File: src/rtl/mdbp_pkg.sv
package mdbp_pkg;

    // Configuration port geometry: six 64-bit registers at 8-byte spacing.
    localparam int ADDR_W = 6;
    localparam int DATA_W = 64;

    // Register indexes.
    localparam logic [2:0] REG_CLASS_LABEL    = 3'd0;
    localparam logic [2:0] REG_OPTICAL_CENTER = 3'd1;
    localparam logic [2:0] REG_INVERSE_FOCAL  = 3'd2;
    localparam logic [2:0] REG_POSE_ROW_X     = 3'd3;
    localparam logic [2:0] REG_POSE_ROW_Y     = 3'd4;
    localparam logic [2:0] REG_POSE_ROW_Z     = 3'd5;

    // Accepted depth window in Q4.12 metres (0.01 m to 10 m inclusive).
    localparam logic [15:0] DEPTH_MIN_Q = 16'd41;
    localparam logic [15:0] DEPTH_MAX_Q = 16'd40960;

    // One input pixel.
    typedef struct packed {
        logic [9:0]  column;
        logic [9:0]  row;
        logic [7:0]  label;
        logic [15:0] depth_q;
        logic [7:0]  blue_in;
        logic [7:0]  green_in;
        logic [7:0]  red_in;
    } pixel_t;

    // One output point.
    typedef struct packed {
        logic               point_valid;
        logic               mask_overwrite;
        logic signed [31:0] world_x;
        logic signed [31:0] world_y;
        logic signed [31:0] world_z;
        logic [7:0]         blue_out;
        logic [7:0]         green_out;
        logic [7:0]         red_out;
    } point_t;

    // Decoded configuration handed from the register file to the datapath.
    // rot[k][j] multiplies camera coordinate j for world row k.
    typedef struct packed {
        logic [7:0]             class_label;
        logic [15:0]            cx;
        logic [15:0]            cy;
        logic [23:0]            inv_fx;
        logic [23:0]            inv_fy;
        logic [2:0][2:0][15:0]  rot;
        logic [2:0][15:0]       trans;
    } cfg_t;

endpackage

File: src/rtl/mdbp_regs.sv
module mdbp_regs
    import mdbp_pkg::*;
(
    input  logic              clk,
    input  logic              rst_n,
    input  logic              psel,
    input  logic              penable,
    input  logic              pwrite,
    input  logic [ADDR_W-1:0] paddr,
    input  logic [DATA_W-1:0] pwdata,
    output logic [DATA_W-1:0] prdata,
    output logic              pready,
    output cfg_t              cfg
);

    logic [7:0]  class_label_reg;
    logic [31:0] optical_center_reg;
    logic [47:0] inverse_focal_reg;
    logic [63:0] pose_reg [3];
    logic [2:0]  reg_index;
    logic        wr_en;

    assign pready    = 1'b1;
    assign reg_index = paddr[ADDR_W-1:3];
    assign wr_en     = psel && penable && pwrite;

    // Register writes happen in the access phase of a write transfer.
    always_ff @(posedge clk or negedge rst_n)
    begin
        if (!rst_n)
        begin
            class_label_reg    <= '0;
            optical_center_reg <= '0;
            inverse_focal_reg  <= '0;
            pose_reg[0]        <= '0;
            pose_reg[1]        <= '0;
            pose_reg[2]        <= '0;
        end
        else if (wr_en)
        begin
            case (reg_index)
                REG_CLASS_LABEL:    class_label_reg    <= pwdata[7:0];
                REG_OPTICAL_CENTER: optical_center_reg <= pwdata[31:0];
                REG_INVERSE_FOCAL:  inverse_focal_reg  <= pwdata[47:0];
                REG_POSE_ROW_X:     pose_reg[0]        <= pwdata;
                REG_POSE_ROW_Y:     pose_reg[1]        <= pwdata;
                REG_POSE_ROW_Z:     pose_reg[2]        <= pwdata;
                default:            ;
            endcase
        end
    end

    // Read-back multiplexer.
    always_comb
    begin
        case (reg_index)
            REG_CLASS_LABEL:    prdata = 64'(class_label_reg);
            REG_OPTICAL_CENTER: prdata = 64'(optical_center_reg);
            REG_INVERSE_FOCAL:  prdata = 64'(inverse_focal_reg);
            REG_POSE_ROW_X:     prdata = pose_reg[0];
            REG_POSE_ROW_Y:     prdata = pose_reg[1];
            REG_POSE_ROW_Z:     prdata = pose_reg[2];
            default:            prdata = '0;
        endcase
    end

    // Field decode for the datapath.
    always_comb
    begin
        cfg.class_label = class_label_reg;
        cfg.cx          = optical_center_reg[15:0];
        cfg.cy          = optical_center_reg[31:16];
        cfg.inv_fx      = inverse_focal_reg[23:0];
        cfg.inv_fy      = inverse_focal_reg[47:24];
        for (int k = 0; k < 3; k++)
        begin
            for (int j = 0; j < 3; j++)
            begin
                cfg.rot[k][j] = pose_reg[k][16*j +: 16];
            end
            cfg.trans[k] = pose_reg[k][63:48];
        end
    end

endmodule

File: config.mk
export PLATFORM = sky130hd
export DESIGN_NAME = mdbp_regs
export DESIGN_NICKNAME = d
export VERILOG_FILES = /design/src/rtl/mdbp_pkg.sv /design/src/rtl/mdbp_regs.sv
export SDC_FILE = /design/constraint.sdc
export NUM_CORES = 1
export LEC_CHECK = 0
export BUFFER_PORTS_ARGS = -buffer_cell sky130_fd_sc_hd__buf_2
export CAP_MARGIN = 20
export CORE_ASPECT_RATIO = 1.25
export CORE_UTILIZATION = 40
export CTS_BUF_LIST = sky130_fd_sc_hd__clkbuf_4 sky130_fd_sc_hd__clkbuf_8
export CTS_CLUSTER_DIAMETER = 150
export DETAILED_ROUTE_END_ITERATION = 7
export HOLD_SLACK_MARGIN = 0.03
export PLACE_DENSITY = 0.68
export SLEW_MARGIN = 40
export SYNTH_ARGS = -nofsm -noshare
export SYNTH_HDL_FRONTEND = slang
export SYNTH_SLANG_ARGS = --single-unit
File: constraint.sdc
create_clock -name clk -period 1.65 [get_ports clk]
set_clock_uncertainty 0.15 [all_clocks]
set_input_delay 0.2475 -clock clk [delete_from_list [all_inputs] [get_ports clk]]
set_output_delay 0.2475 -clock clk [all_outputs]
set_load 0.01 [all_outputs]
==> flow_summary.toml, run 1 <==
[critical_path]
timing.setup.critical_path_class = "reg2out"
critical_path.cell_chain = "mux2i_2 > o2bb2ai_2 > a221o_1 > buf_2"
crit_path_max_incr_delay_ns = 0.39
cpMaxStageDelayCell = "sky130_fd_sc_hd__dfrtp_1"
worst_r2r_startpoint = "cfg[33]"
worst-path-buf-inv = 1
path_delay_family = "flip-flops"
timing.critical_path.fanout_max = 2
setup.reg_to_reg.worst_slack_ns = 0.46
timing.critical_path.arrival_ns = 1.65
cp.required_ns = 1.25
reg2reg_to = "cfg[33]"
critical_path.startpoint_type = "flip-flop"
timing.reg2reg.worst_path_depth = 3
cp-end-kind = "output port"

[timing]
min_period_ns = 2.05
timing.final.ws_setup_ns = -0.395
final_min_period_over_clock_period = 1.24
final.hold.worst_slack_ns = 0.228
finalHoldViolations = 0
max_freq_mhz = 489
grt_setup_unrepaired = "true"
setup_violations = 73
timing.setup.tns_ns = -13.73
timing_max_transition_violations_final = 0

[place]
buffer_ports.inserted = 415
placed_insts = 1662
detailed_place_hpwl_um = 26500
post-place-ws_ns = -0.228
routabilityCongestion = 0.817

[min_path]
min_from = "paddr[5]"
timing.hold.worst_path_depth = 5
worstHoldPathType = "in2reg"
min_delay_worst_endpoint = "optical_center_reg[28]"

[power_and_ir_drop]
peak_supply_drop_mv = 0.869
leakage_nw = 9.73
p_per_area_nw_per_um2 = 1190

[synth]
synth.yosys.seq_area_share = 0.562
synthCells = 831
mappedNetlistArea_um2 = 12500
synth.top_cell.area_share = 0.562
synth.lib_cells_used.distinct = 27
synth-edff-count = 0
post_synth_net_total = 906
synthTopCellsByArea = "sky130_fd_sc_hd__dfrtp_1 56%, sky130_fd_sc_hd__mux2_2 24%, sky130_fd_sc_hd__mux2i_1 7.5%"
synthArstFlopShare = 1.00
post_synth.cell_area_avg_um2 = 15.0
leading_cell_types_by_count_after_synthesis = "280 x sky130_fd_sc_hd__dfrtp_1, 265 x sky130_fd_sc_hd__mux2_2, 93 x sky130_fd_sc_hd__mux2i_1"
synthMostInstantiatedCell = "sky130_fd_sc_hd__dfrtp_1"
synth_top_cell_by_area = "sky130_fd_sc_hd__dfrtp_1"
yosys_register_bits = 280
synthesis.yosys.warnings = 0
postSynth.topFlopCell = "sky130_fd_sc_hd__dfrtp_1"

[route]
routed-via-count = 10300
drc = 0
wl_per_cell_um = 21.7
viasPerCell = 5.30
drt_pass1_iterations = 5
finalWirelength_um = 42400
detailedRoute.firstIterationViolations = 507
route.antenna.remaining_nets = 0

[global_route]
wire_length_of_the_first_global_routing_pass_um = 61400
first_global_vias = 10800
grt_start_max_net_pins = 63
antenna_found_initial = 2
gr-usage-all-layers = 0.250
gr-usage-met3 = 0.0675
grt-busiest-layer = "met2"
overall_overflow_remaining_after_global_route = 0
gr-usage-met1 = 0.282
grt_met2_use = 0.446

[floorplanning]
core_area_um2 = 30400
die_area_um2 = 31900
effective_utilization_at_floorplan = 0.410
height_of_the_die_um = 199
placementRows = 71
floorplan.io_pins = 420
floorplan.die.width_um = 160

[cells_and_area]
fin_nets = 1592
area_delta_synth_final_pct = 54.7
finalNonFillerCells = 1950
largest_register_ff_count = 192
drive_above_1_share = 0.644

[clock_tree]
tritoncts.num_buffers = 45
clock_insertion_delay_worst_skew_ns = 0.56
number_of_sinks_driven_by_the_clock_tree = 280
clk_pin_slew_ns = 0.06
htreeDepth = 2
ctsLongestPathBuffers = 3
clock_root_buffer = "sky130_fd_sc_hd__clkbuf_8"
cts_tree = "done"

[run]
maxCapViolations = 0

[outcome]
run_status = "complete, but fails checks"
failed_checks = "negative setup slack"
-- placed cells by master (no fill, tap or decap), drive strengths merged --
master / instances
nor3b: 1
inv: 2
conb: 1
buf: 631
a221o: 27
clkinvlp: 2
bufinv: 2
nand4b: 1
o2bb2ai: 40
dfrtp: 280
o221ai: 5
o22ai: 16
o21ai: 3
mux2i: 93
or3: 5
nor3: 3
nand3: 3
clkinv: 3
dlygate4sd3: 66
mux2: 280
nand2b: 2
clkbuf: 72
diode: 1
nor2: 9
nand4: 1
-- worst max path at each step --
stage	to	cells after the start	slack [ns]	from
after floorplan	prdata[10]	5	-0.005	paddr[3]
after global placement	prdata[2]	7	-0.22	paddr[3]
after detailed placement	prdata[34]	7	-0.23	paddr[3]
after CTS	prdata[19]	4	-0.45	cfg[115]
after global routing	prdata[19]	4	-0.48	cfg[115]
final	prdata[19]	4	-0.40	cfg[115]
-- cell type report --
cell class | instances | area (um^2)
Antenna cell | 1 | 2.50
Clock buffer | 71 | 865
Fill cell | 2218 | 11100
Timing Repair Buffer | 698 | 5660
Clock inverter | 7 | 90.1
Multi-Input combinational cell | 490 | 5150
Sequential cell | 280 | 7010
Inverter | 2 | 7.51
Tap cell | 401 | 502
-- layer usage --
layer / vias up / share of wire
met1: 5274 / 0.37
met5: - / 0.00031
met4: 2 / 0.033
met3: 111 / 0.071
li1: 4497 / -
met2: 456 / 0.52
-- where the power goes --
| group | total (mW) | switching [mW] | internal [mW] |
|---|---|---|---|
| clock network | 6.34 | 2.71 | 3.63 |
| logic | 7.43 | 3.22 | 4.21 |
| registers | 9.24 | 1.02 | 8.22 |
| total | 23.0 | 6.96 | 16.1 |
-- logic make-up (layout without fill, tap and decap cells) --
| kind of cell | Yosys count | count (layout) | synth area share |
|---|---|---|---|
| muxes | 373 | 373 | 0.328 |
| DFF | 280 | 280 | 0.562 |
| other | 1 | 2 | 0.000301 |
| buffers and inverters | 61 | 778 | 0.0320 |
| AOI/OAI and AO/OA | 91 | 91 | 0.0625 |
| and+or+nand+nor | 25 | 25 | 0.0154 |
-- through the flow --
stage,power [mW],instance area [um^2],util
4_1_cts,22.2,18500,0.608
2_1_floorplan,11.8,12500,-
5_1_grt,24.1,19300,0.635
3_5_place_dp,14.6,15700,0.517
6_report,23.0,19300,0.635
3_3_place_gp,14.5,15700,0.517
-- worst min-delay path, stage by stage --
cell	delay [ns]
sky130_fd_sc_hd__buf_6	0.10
sky130_fd_sc_hd__buf_4	0.13
sky130_fd_sc_hd__nor3_4	0.05
sky130_fd_sc_hd__buf_4	0.15
sky130_fd_sc_hd__mux2_2	0.21
-- what timing repair did --
item                                    in CTS  in global routing
cloned                                       0                  1
hold buffers                                66                  0
endpoints found under the setup margin      67                138
buffers inserted                           113                 50
hold endpoints to repair                   560                  0
pin swaps                                   34                  9
gates resized for setup                     60                134
Power figures use the tool's default switching activity.
==> run 2, diff against run 1 <==
--- a/config.mk
+++ b/config.mk
@@ -7,13 +7,13 @@
 export LEC_CHECK = 0
 export BUFFER_PORTS_ARGS = -buffer_cell sky130_fd_sc_hd__buf_2
 export CAP_MARGIN = 20
-export CORE_ASPECT_RATIO = 1.25
-export CORE_UTILIZATION = 40
+export CORE_AREA = 2 2 162 164
 export CTS_BUF_LIST = sky130_fd_sc_hd__clkbuf_4 sky130_fd_sc_hd__clkbuf_8
 export CTS_CLUSTER_DIAMETER = 150
 export DETAILED_ROUTE_END_ITERATION = 7
+export DIE_AREA = 0 0 164 166
 export HOLD_SLACK_MARGIN = 0.03
-export PLACE_DENSITY = 0.68
+export PLACE_DENSITY = 0.78
 export SLEW_MARGIN = 40
 export SYNTH_ARGS = -nofsm -noshare
 export SYNTH_HDL_FRONTEND = slang
==> constraint.sdc (replaced) <==
create_clock -name clk -period 2.5 [get_ports clk]
set_clock_uncertainty 0.15 [all_clocks]
set_input_delay 0.375 -clock clk [delete_from_list [all_inputs] [get_ports clk]]
set_output_delay 0.375 -clock clk [all_outputs]
set_load 0.01 [all_outputs]
==> run 2 against run 1 <==
- the run now ends clean
- clock-buffer cell count grew 4
- sequential share of layout area grew 5.2 points
- sequential power down 33%
- power decreased by 39%
- die area is 15% lower
- critical path depth unchanged
- hold slack worse by 0.041 ns
- wire length shrank 13%
- largest power group unchanged
- highest routed layer unchanged
==> flow_summary.toml, run 2 (synthesis results as in run 1) <==
[outcome]
run_status = "complete, no violations"

[critical_path]
cp-end-kind = "output port"
critical_path.startpoint_type = "flip-flop"
timing.reg2reg.worst_path_depth = 1
timing.setup.critical_path_class = "reg2out"
timing.critical_path.arrival_ns = 1.72
cp.required_ns = 1.98
timing.critical_path.fanout_max = 3

[cells_and_area]
largest_register_ff_count = 192
layout.cells.most_common = "sky130_fd_sc_hd__buf_2"
final_cell_mix = "413 x sky130_fd_sc_hd__buf_2, 280 x sky130_fd_sc_hd__dfrtp_1, 265 x sky130_fd_sc_hd__mux2_2"
area_delta_synth_final_pct = 35.3
drive_above_1_share = 0.594
fin_nets = 1416
diodes = 0

[clock_tree]
clock_insertion_delay_worst_skew_ns = 0.52
ctsLongestPathBuffers = 3
cts_setup_buffers = 0
cts_tree = "done"
number_of_sinks_driven_by_the_clock_tree = 280
htreeDepth = 2
tritoncts.num_buffers = 46
clk_pin_slew_ns = 0.06
clock_root_buffer = "sky130_fd_sc_hd__clkbuf_8"

[timing]
timing_max_transition_violations_final = 0
finalHoldViolations = 0
final_min_period_over_clock_period = 0.896
timing.setup.tns_ns = 0
setup_violations = 0
final.hold.worst_slack_ns = 0.187
grt_setup_unrepaired = "false"
max_freq_mhz = 446
min_period_ns = 2.24

[floorplanning]
core_area_um2 = 25600
floorplan.die.width_um = 164
placementRows = 59
height_of_the_die_um = 166
die_area_um2 = 27200
floorplan.io_pins = 420
effective_utilization_at_floorplan = 0.487

[place]
routabilityCongestion = 0.829
buffer_ports.inserted = 415
detailed_place_hpwl_um = 25100

[route]
finalWirelength_um = 36800
drc = 0
route.antenna.remaining_nets = 0
viasPerCell = 5.55
wl_per_cell_um = 21.5
routed-via-count = 9505
detailedRoute.firstIterationViolations = 527
drt_pass1_iterations = 4

[power_and_ir_drop]
p_sw_frac = 0.303
peak_supply_drop_mv = 0.725
p_per_area_nw_per_um2 = 827
power_share_of_the_sequential_group = 0.442
leakage_nw = 8.62
internal_power_mw = 9.73
switching_power_mw = 4.23
clockPowerShare = 0.313
combinationalPowerShare = 0.245

[global_route]
overall_overflow_remaining_after_global_route = 0
first_global_vias = 10100
wire_length_of_the_first_global_routing_pass_um = 57000
antenna_found_initial = 2
gr-usage-all-layers = 0.269
grt_start_max_net_pins = 70

[run]
maxCapViolations = 0

[min_path]
worstHoldPathType = "in2async"
run 2: cell types whose count changed in the layout (fill, tap and decap cells not counted), moves of 5 or more:
cell / change
sky130_fd_sc_hd__buf_12: -16
sky130_fd_sc_hd__buf_2: +101
sky130_fd_sc_hd__buf_4: -112
sky130_fd_sc_hd__buf_6: -147
sky130_fd_sc_hd__clkbuf_8: +7
sky130_fd_sc_hd__clkinv_2: +5
run 2: power groups by stage:
stage	Clock (mW)	Combinational [mW]	Sequential [mW]
6_report	4.37	3.41	6.17
3_3_place_gp	0	3.26	6.18
3_5_place_dp	0	3.34	6.24
5_1_grt	4.69	3.68	6.29
2_1_floorplan	0	1.30	6.50
4_1_cts	4.46	3.43	6.16
run 2: timing repair:
item / CTS / global route
hold buffers: 65 / 0
endpoints found under the hold margin: 387 / 0
resized for setup: 0 / 0
endpoints found under the setup margin: 0 / 0
run 2: metal layers:
| metal | vias up | track usage | part of all wire |
|---|---|---|---|
| met5 | - | 0 | 0.00049 |
| met3 | 90 | 0.0832 | 0.081 |
| met1 | 4843 | 0.321 | 0.39 |
| li1 | 4148 | - | - |
| met2 | 420 | 0.456 | 0.49 |
| met4 | 4 | 0.0988 | 0.031 |
run 2: cell type report:
type,count,area (um^2)
fillers,1825,8750
multi-input cells,490,5090
flip-flops and latches,280,7010
clock inverters,10,100
repair buffers,521,3300
clock buffers,75,938
well taps,335,419
inverters,2,7.51
run 2: per-stage QoR:
step	util	std cells	setup slack (ns)	total power, mW	cell area (um^2)
after CTS	0.658	1713	0.222	14.1	16900
after global placement	0.593	1563	0.336	9.44	15200
after floorplan	-	831	0.519	7.81	12500
after detailed placement	0.593	1563	0.316	9.57	15200
final	0.658	1713	0.260	14.0	16900
after global routing	0.658	1713	0.207	14.7	16900
run 2: path summary, 6_finish.rpt:
kind | startpoint | end | slack (ns)
setup / recovery | cfg[125] | prdata[29] | 0.26
hold / removal | rst_n | cfg[125] | 0.19
setup reg to reg | cfg[62] | cfg[62] | 1.50
hold reg to reg | cfg[63] | cfg[63] | 0.36
max in group asynchronous | rst_n | cfg[84] | 1.16
min in group clk | cfg[63] | cfg[63] | 0.36
run 2: critical path: stages (launching register included):
cell,delay [ns]
sky130_fd_sc_hd__dfrtp_1,0.42
sky130_fd_sc_hd__mux2i_1,0.18
sky130_fd_sc_hd__o2bb2ai_1,0.10
sky130_fd_sc_hd__a221o_1,0.31
sky130_fd_sc_hd__buf_2,0.16
==> run 3, diff against run 2 <==
--- a/config.mk
+++ b/config.mk
@@ -7,13 +7,14 @@
 export LEC_CHECK = 0
 export BUFFER_PORTS_ARGS = -buffer_cell sky130_fd_sc_hd__buf_2
 export CAP_MARGIN = 20
-export CORE_AREA = 2 2 162 164
+export CORE_AREA = 2 2 165 167
 export CTS_BUF_LIST = sky130_fd_sc_hd__clkbuf_4 sky130_fd_sc_hd__clkbuf_8
 export CTS_CLUSTER_DIAMETER = 150
 export DETAILED_ROUTE_END_ITERATION = 7
-export DIE_AREA = 0 0 164 166
+export DIE_AREA = 0 0 167 169
 export HOLD_SLACK_MARGIN = 0.03
-export PLACE_DENSITY = 0.78
+export PLACE_DENSITY = 0.76
+export RECOVER_POWER = 25
 export SLEW_MARGIN = 40
 export SYNTH_ARGS = -nofsm -noshare
 export SYNTH_HDL_FRONTEND = slang
==> run 3 against run 2 <==
- sequential cell count unchanged
- utilization fell by 2.6 points
- the flow now finishes with violations (max-capacitance violations, max-slew violations)
- setup slack lost 0.16 ns
- hold slack improved by 0.11 ns
- highest routed layer unchanged
- combinational power hardly changed
==> flow_summary.toml, run 3 (synthesis results as in run 1) <==
[outcome]
run_status = "complete, but fails checks"
failed_checks = "max-capacitance violations, max-slew violations"

[timing]
min_period_ns = 2.40
grt_setup_unrepaired = "false"
timing.final.ws_setup_ns = 0.0992
max_freq_mhz = 417
final.hold.worst_slack_ns = 0.300
finalHoldViolations = 0
final_min_period_over_clock_period = 0.960
setup_violations = 0
tightestPinTransition_ns = 1.57
max_slew_margin = -0.0458
timing_max_transition_violations_final = 53

[place]
post-place-ws_ns = 0.0231
buffer_ports.inserted = 415
placed_insts = 1562
detailed_place_hpwl_um = 25000
routabilityCongestion = 0.819

[critical_path]
timing.setup.critical_path_class = "in2out"
critical_path.startpoint_type = "input pin"
timing.critical_path.fanout_max = 27
cp.required_ns = 1.98
reg2reg_to = "cfg[57]"
worst_r2r_startpoint = "cfg[57]"
timing.critical_path.arrival_ns = 1.88
timing.reg2reg.worst_path_depth = 1
cp-end-kind = "output port"
most_prevalent_standard_cell_on_the_critical_path = "sky130_fd_sc_hd__buf_6"
cpMaxStageDelayCell = "sky130_fd_sc_hd__buf_6"
setup.reg_to_reg.worst_slack_ns = 1.49
critical_path.cell_chain = "buf_6 > buf_6 > buf_4 > buf_6 > mux2i_1 > o22ai_1 > buf_2"
crit_path_max_incr_delay_ns = 0.34

[cells_and_area]
final_cell_mix = "413 x sky130_fd_sc_hd__buf_2, 280 x sky130_fd_sc_hd__dfrtp_1, 265 x sky130_fd_sc_hd__mux2_2"
layout.cells.most_common = "sky130_fd_sc_hd__buf_2"
area_delta_synth_final_pct = 34.4
drive_above_1_share = 0.592
finalNonFillerCells = 1713
fin_nets = 1411
largest_register_ff_count = 192
final_standard_cell_utilization_of_the_core = 0.632

[global_route]
grt_start_max_net_pins = 73
gr-usage-all-layers = 0.254
wire_length_of_the_first_global_routing_pass_um = 56500
overall_overflow_remaining_after_global_route = 0
first_global_vias = 9838
antenna_found_initial = 3

[clock_tree]
htreeDepth = 2
tritoncts.num_buffers = 47
clk_pin_slew_ns = 0.06
cts_tree = "done"
clock_root_buffer = "sky130_fd_sc_hd__clkbuf_8"
ctsLongestPathBuffers = 3
clock_insertion_delay_worst_skew_ns = 0.54
number_of_sinks_driven_by_the_clock_tree = 280

[floorplanning]
placementRows = 60
core_area_um2 = 26500
die_area_um2 = 28200
floorplan.die.width_um = 167
effective_utilization_at_floorplan = 0.470
floorplan.io_pins = 420
height_of_the_die_um = 169

[route]
wl_per_cell_um = 21.6
viasPerCell = 5.50
drt_pass1_iterations = 4
finalWirelength_um = 36900
detailedRoute.firstIterationViolations = 524
route.antenna.remaining_nets = 0
routed-via-count = 9418
drc = 0

[power_and_ir_drop]
peak_supply_drop_mv = 0.798
p_per_area_nw_per_um2 = 827
leakage_nw = 8.55

[run]
maxCapViolations = 1

[min_path]
min_from = "penable"
timing.hold.worst_path_depth = 4
min_delay_worst_endpoint = "class_label_reg[7]"
worstHoldPathType = "in2reg"
run 3: changes by cell type in the layout (fill, tap and decap cells not counted), moves of 3 or more:
cell / previous run / this run
sky130_fd_sc_hd__clkbuf_4: 15 / 18
sky130_fd_sc_hd__buf_12: 20 / 14
sky130_fd_sc_hd__buf_6: 1 / 4
sky130_fd_sc_hd__clkbuf_2: 0 / 4
sky130_fd_sc_hd__clkinv_2: 8 / 4
sky130_fd_sc_hd__buf_4: 21 / 13
run 3: what timing repair did:
item | in CTS | in global routing
hold buffers | 65 | 0
gates resized for setup | 0 | 4
hold endpoints to repair | 405 | 0
setup endpoints to repair | 0 | 14
setup buffers | 0 | 0
run 3: per-layer routing:
layer / share of wire / vias to the layer above / track usage / wire, um
met5: 0.0011 / - / 0 / 41
met4: 0.028 / 6 / 0.0903 / 1050
met3: 0.084 / 83 / 0.0779 / 3110
met2: 0.50 / 406 / 0.435 / 18400
met1: 0.39 / 4773 / 0.303 / 14300
li1: - / 4150 / - / -
run 3: through the flow:
stage | instance area [um^2] | power (mW) | setup TNS, ns
floorplan | 12500 | 7.81 | 0
global placement | 15100 | 9.44 | -0.000501
detailed placement | 15100 | 9.55 | 0
CTS | 16700 | 14.0 | 0
global route | 16700 | 14.5 | 0
finish | 16800 | 13.9 | 0
run 3: critical path: cells and delay by family:
kind            cells  cell delay (ns)
buf+inv             5             1.10
mux                 1             0.25
compound gates      1             0.11
run 3: worst max path at each step:
stage	from	end	slack, ns	cells after the start
finish	paddr[3]	prdata[41]	0.1	7
global route	paddr[3]	prdata[41]	0.05	7
CTS	paddr[3]	prdata[41]	0.02	7
detailed placement	paddr[3]	prdata[41]	0.02	7
global placement	paddr[5]	prdata[15]	-0.0005	6
floorplan	paddr[5]	prdata[12]	0.52	6
run 3: area by class of cell:
type | count | area, um^2
clock buffers | 77 | 947
diodes | 1 | 2.50
clock inverters | 7 | 66.3
flip-flops and latches | 280 | 7010
well taps | 341 | 427
inverters | 2 | 7.51
repair buffers | 515 | 3210
fillers | 1992 | 9750
multi-input cells | 490 | 5080
run 3: where the power goes:
part | switching [mW] | internal (mW)
logic | 1.71 | 1.71
clock network | 1.79 | 2.49
registers | 0.720 | 5.43
total | 4.22 | 9.63
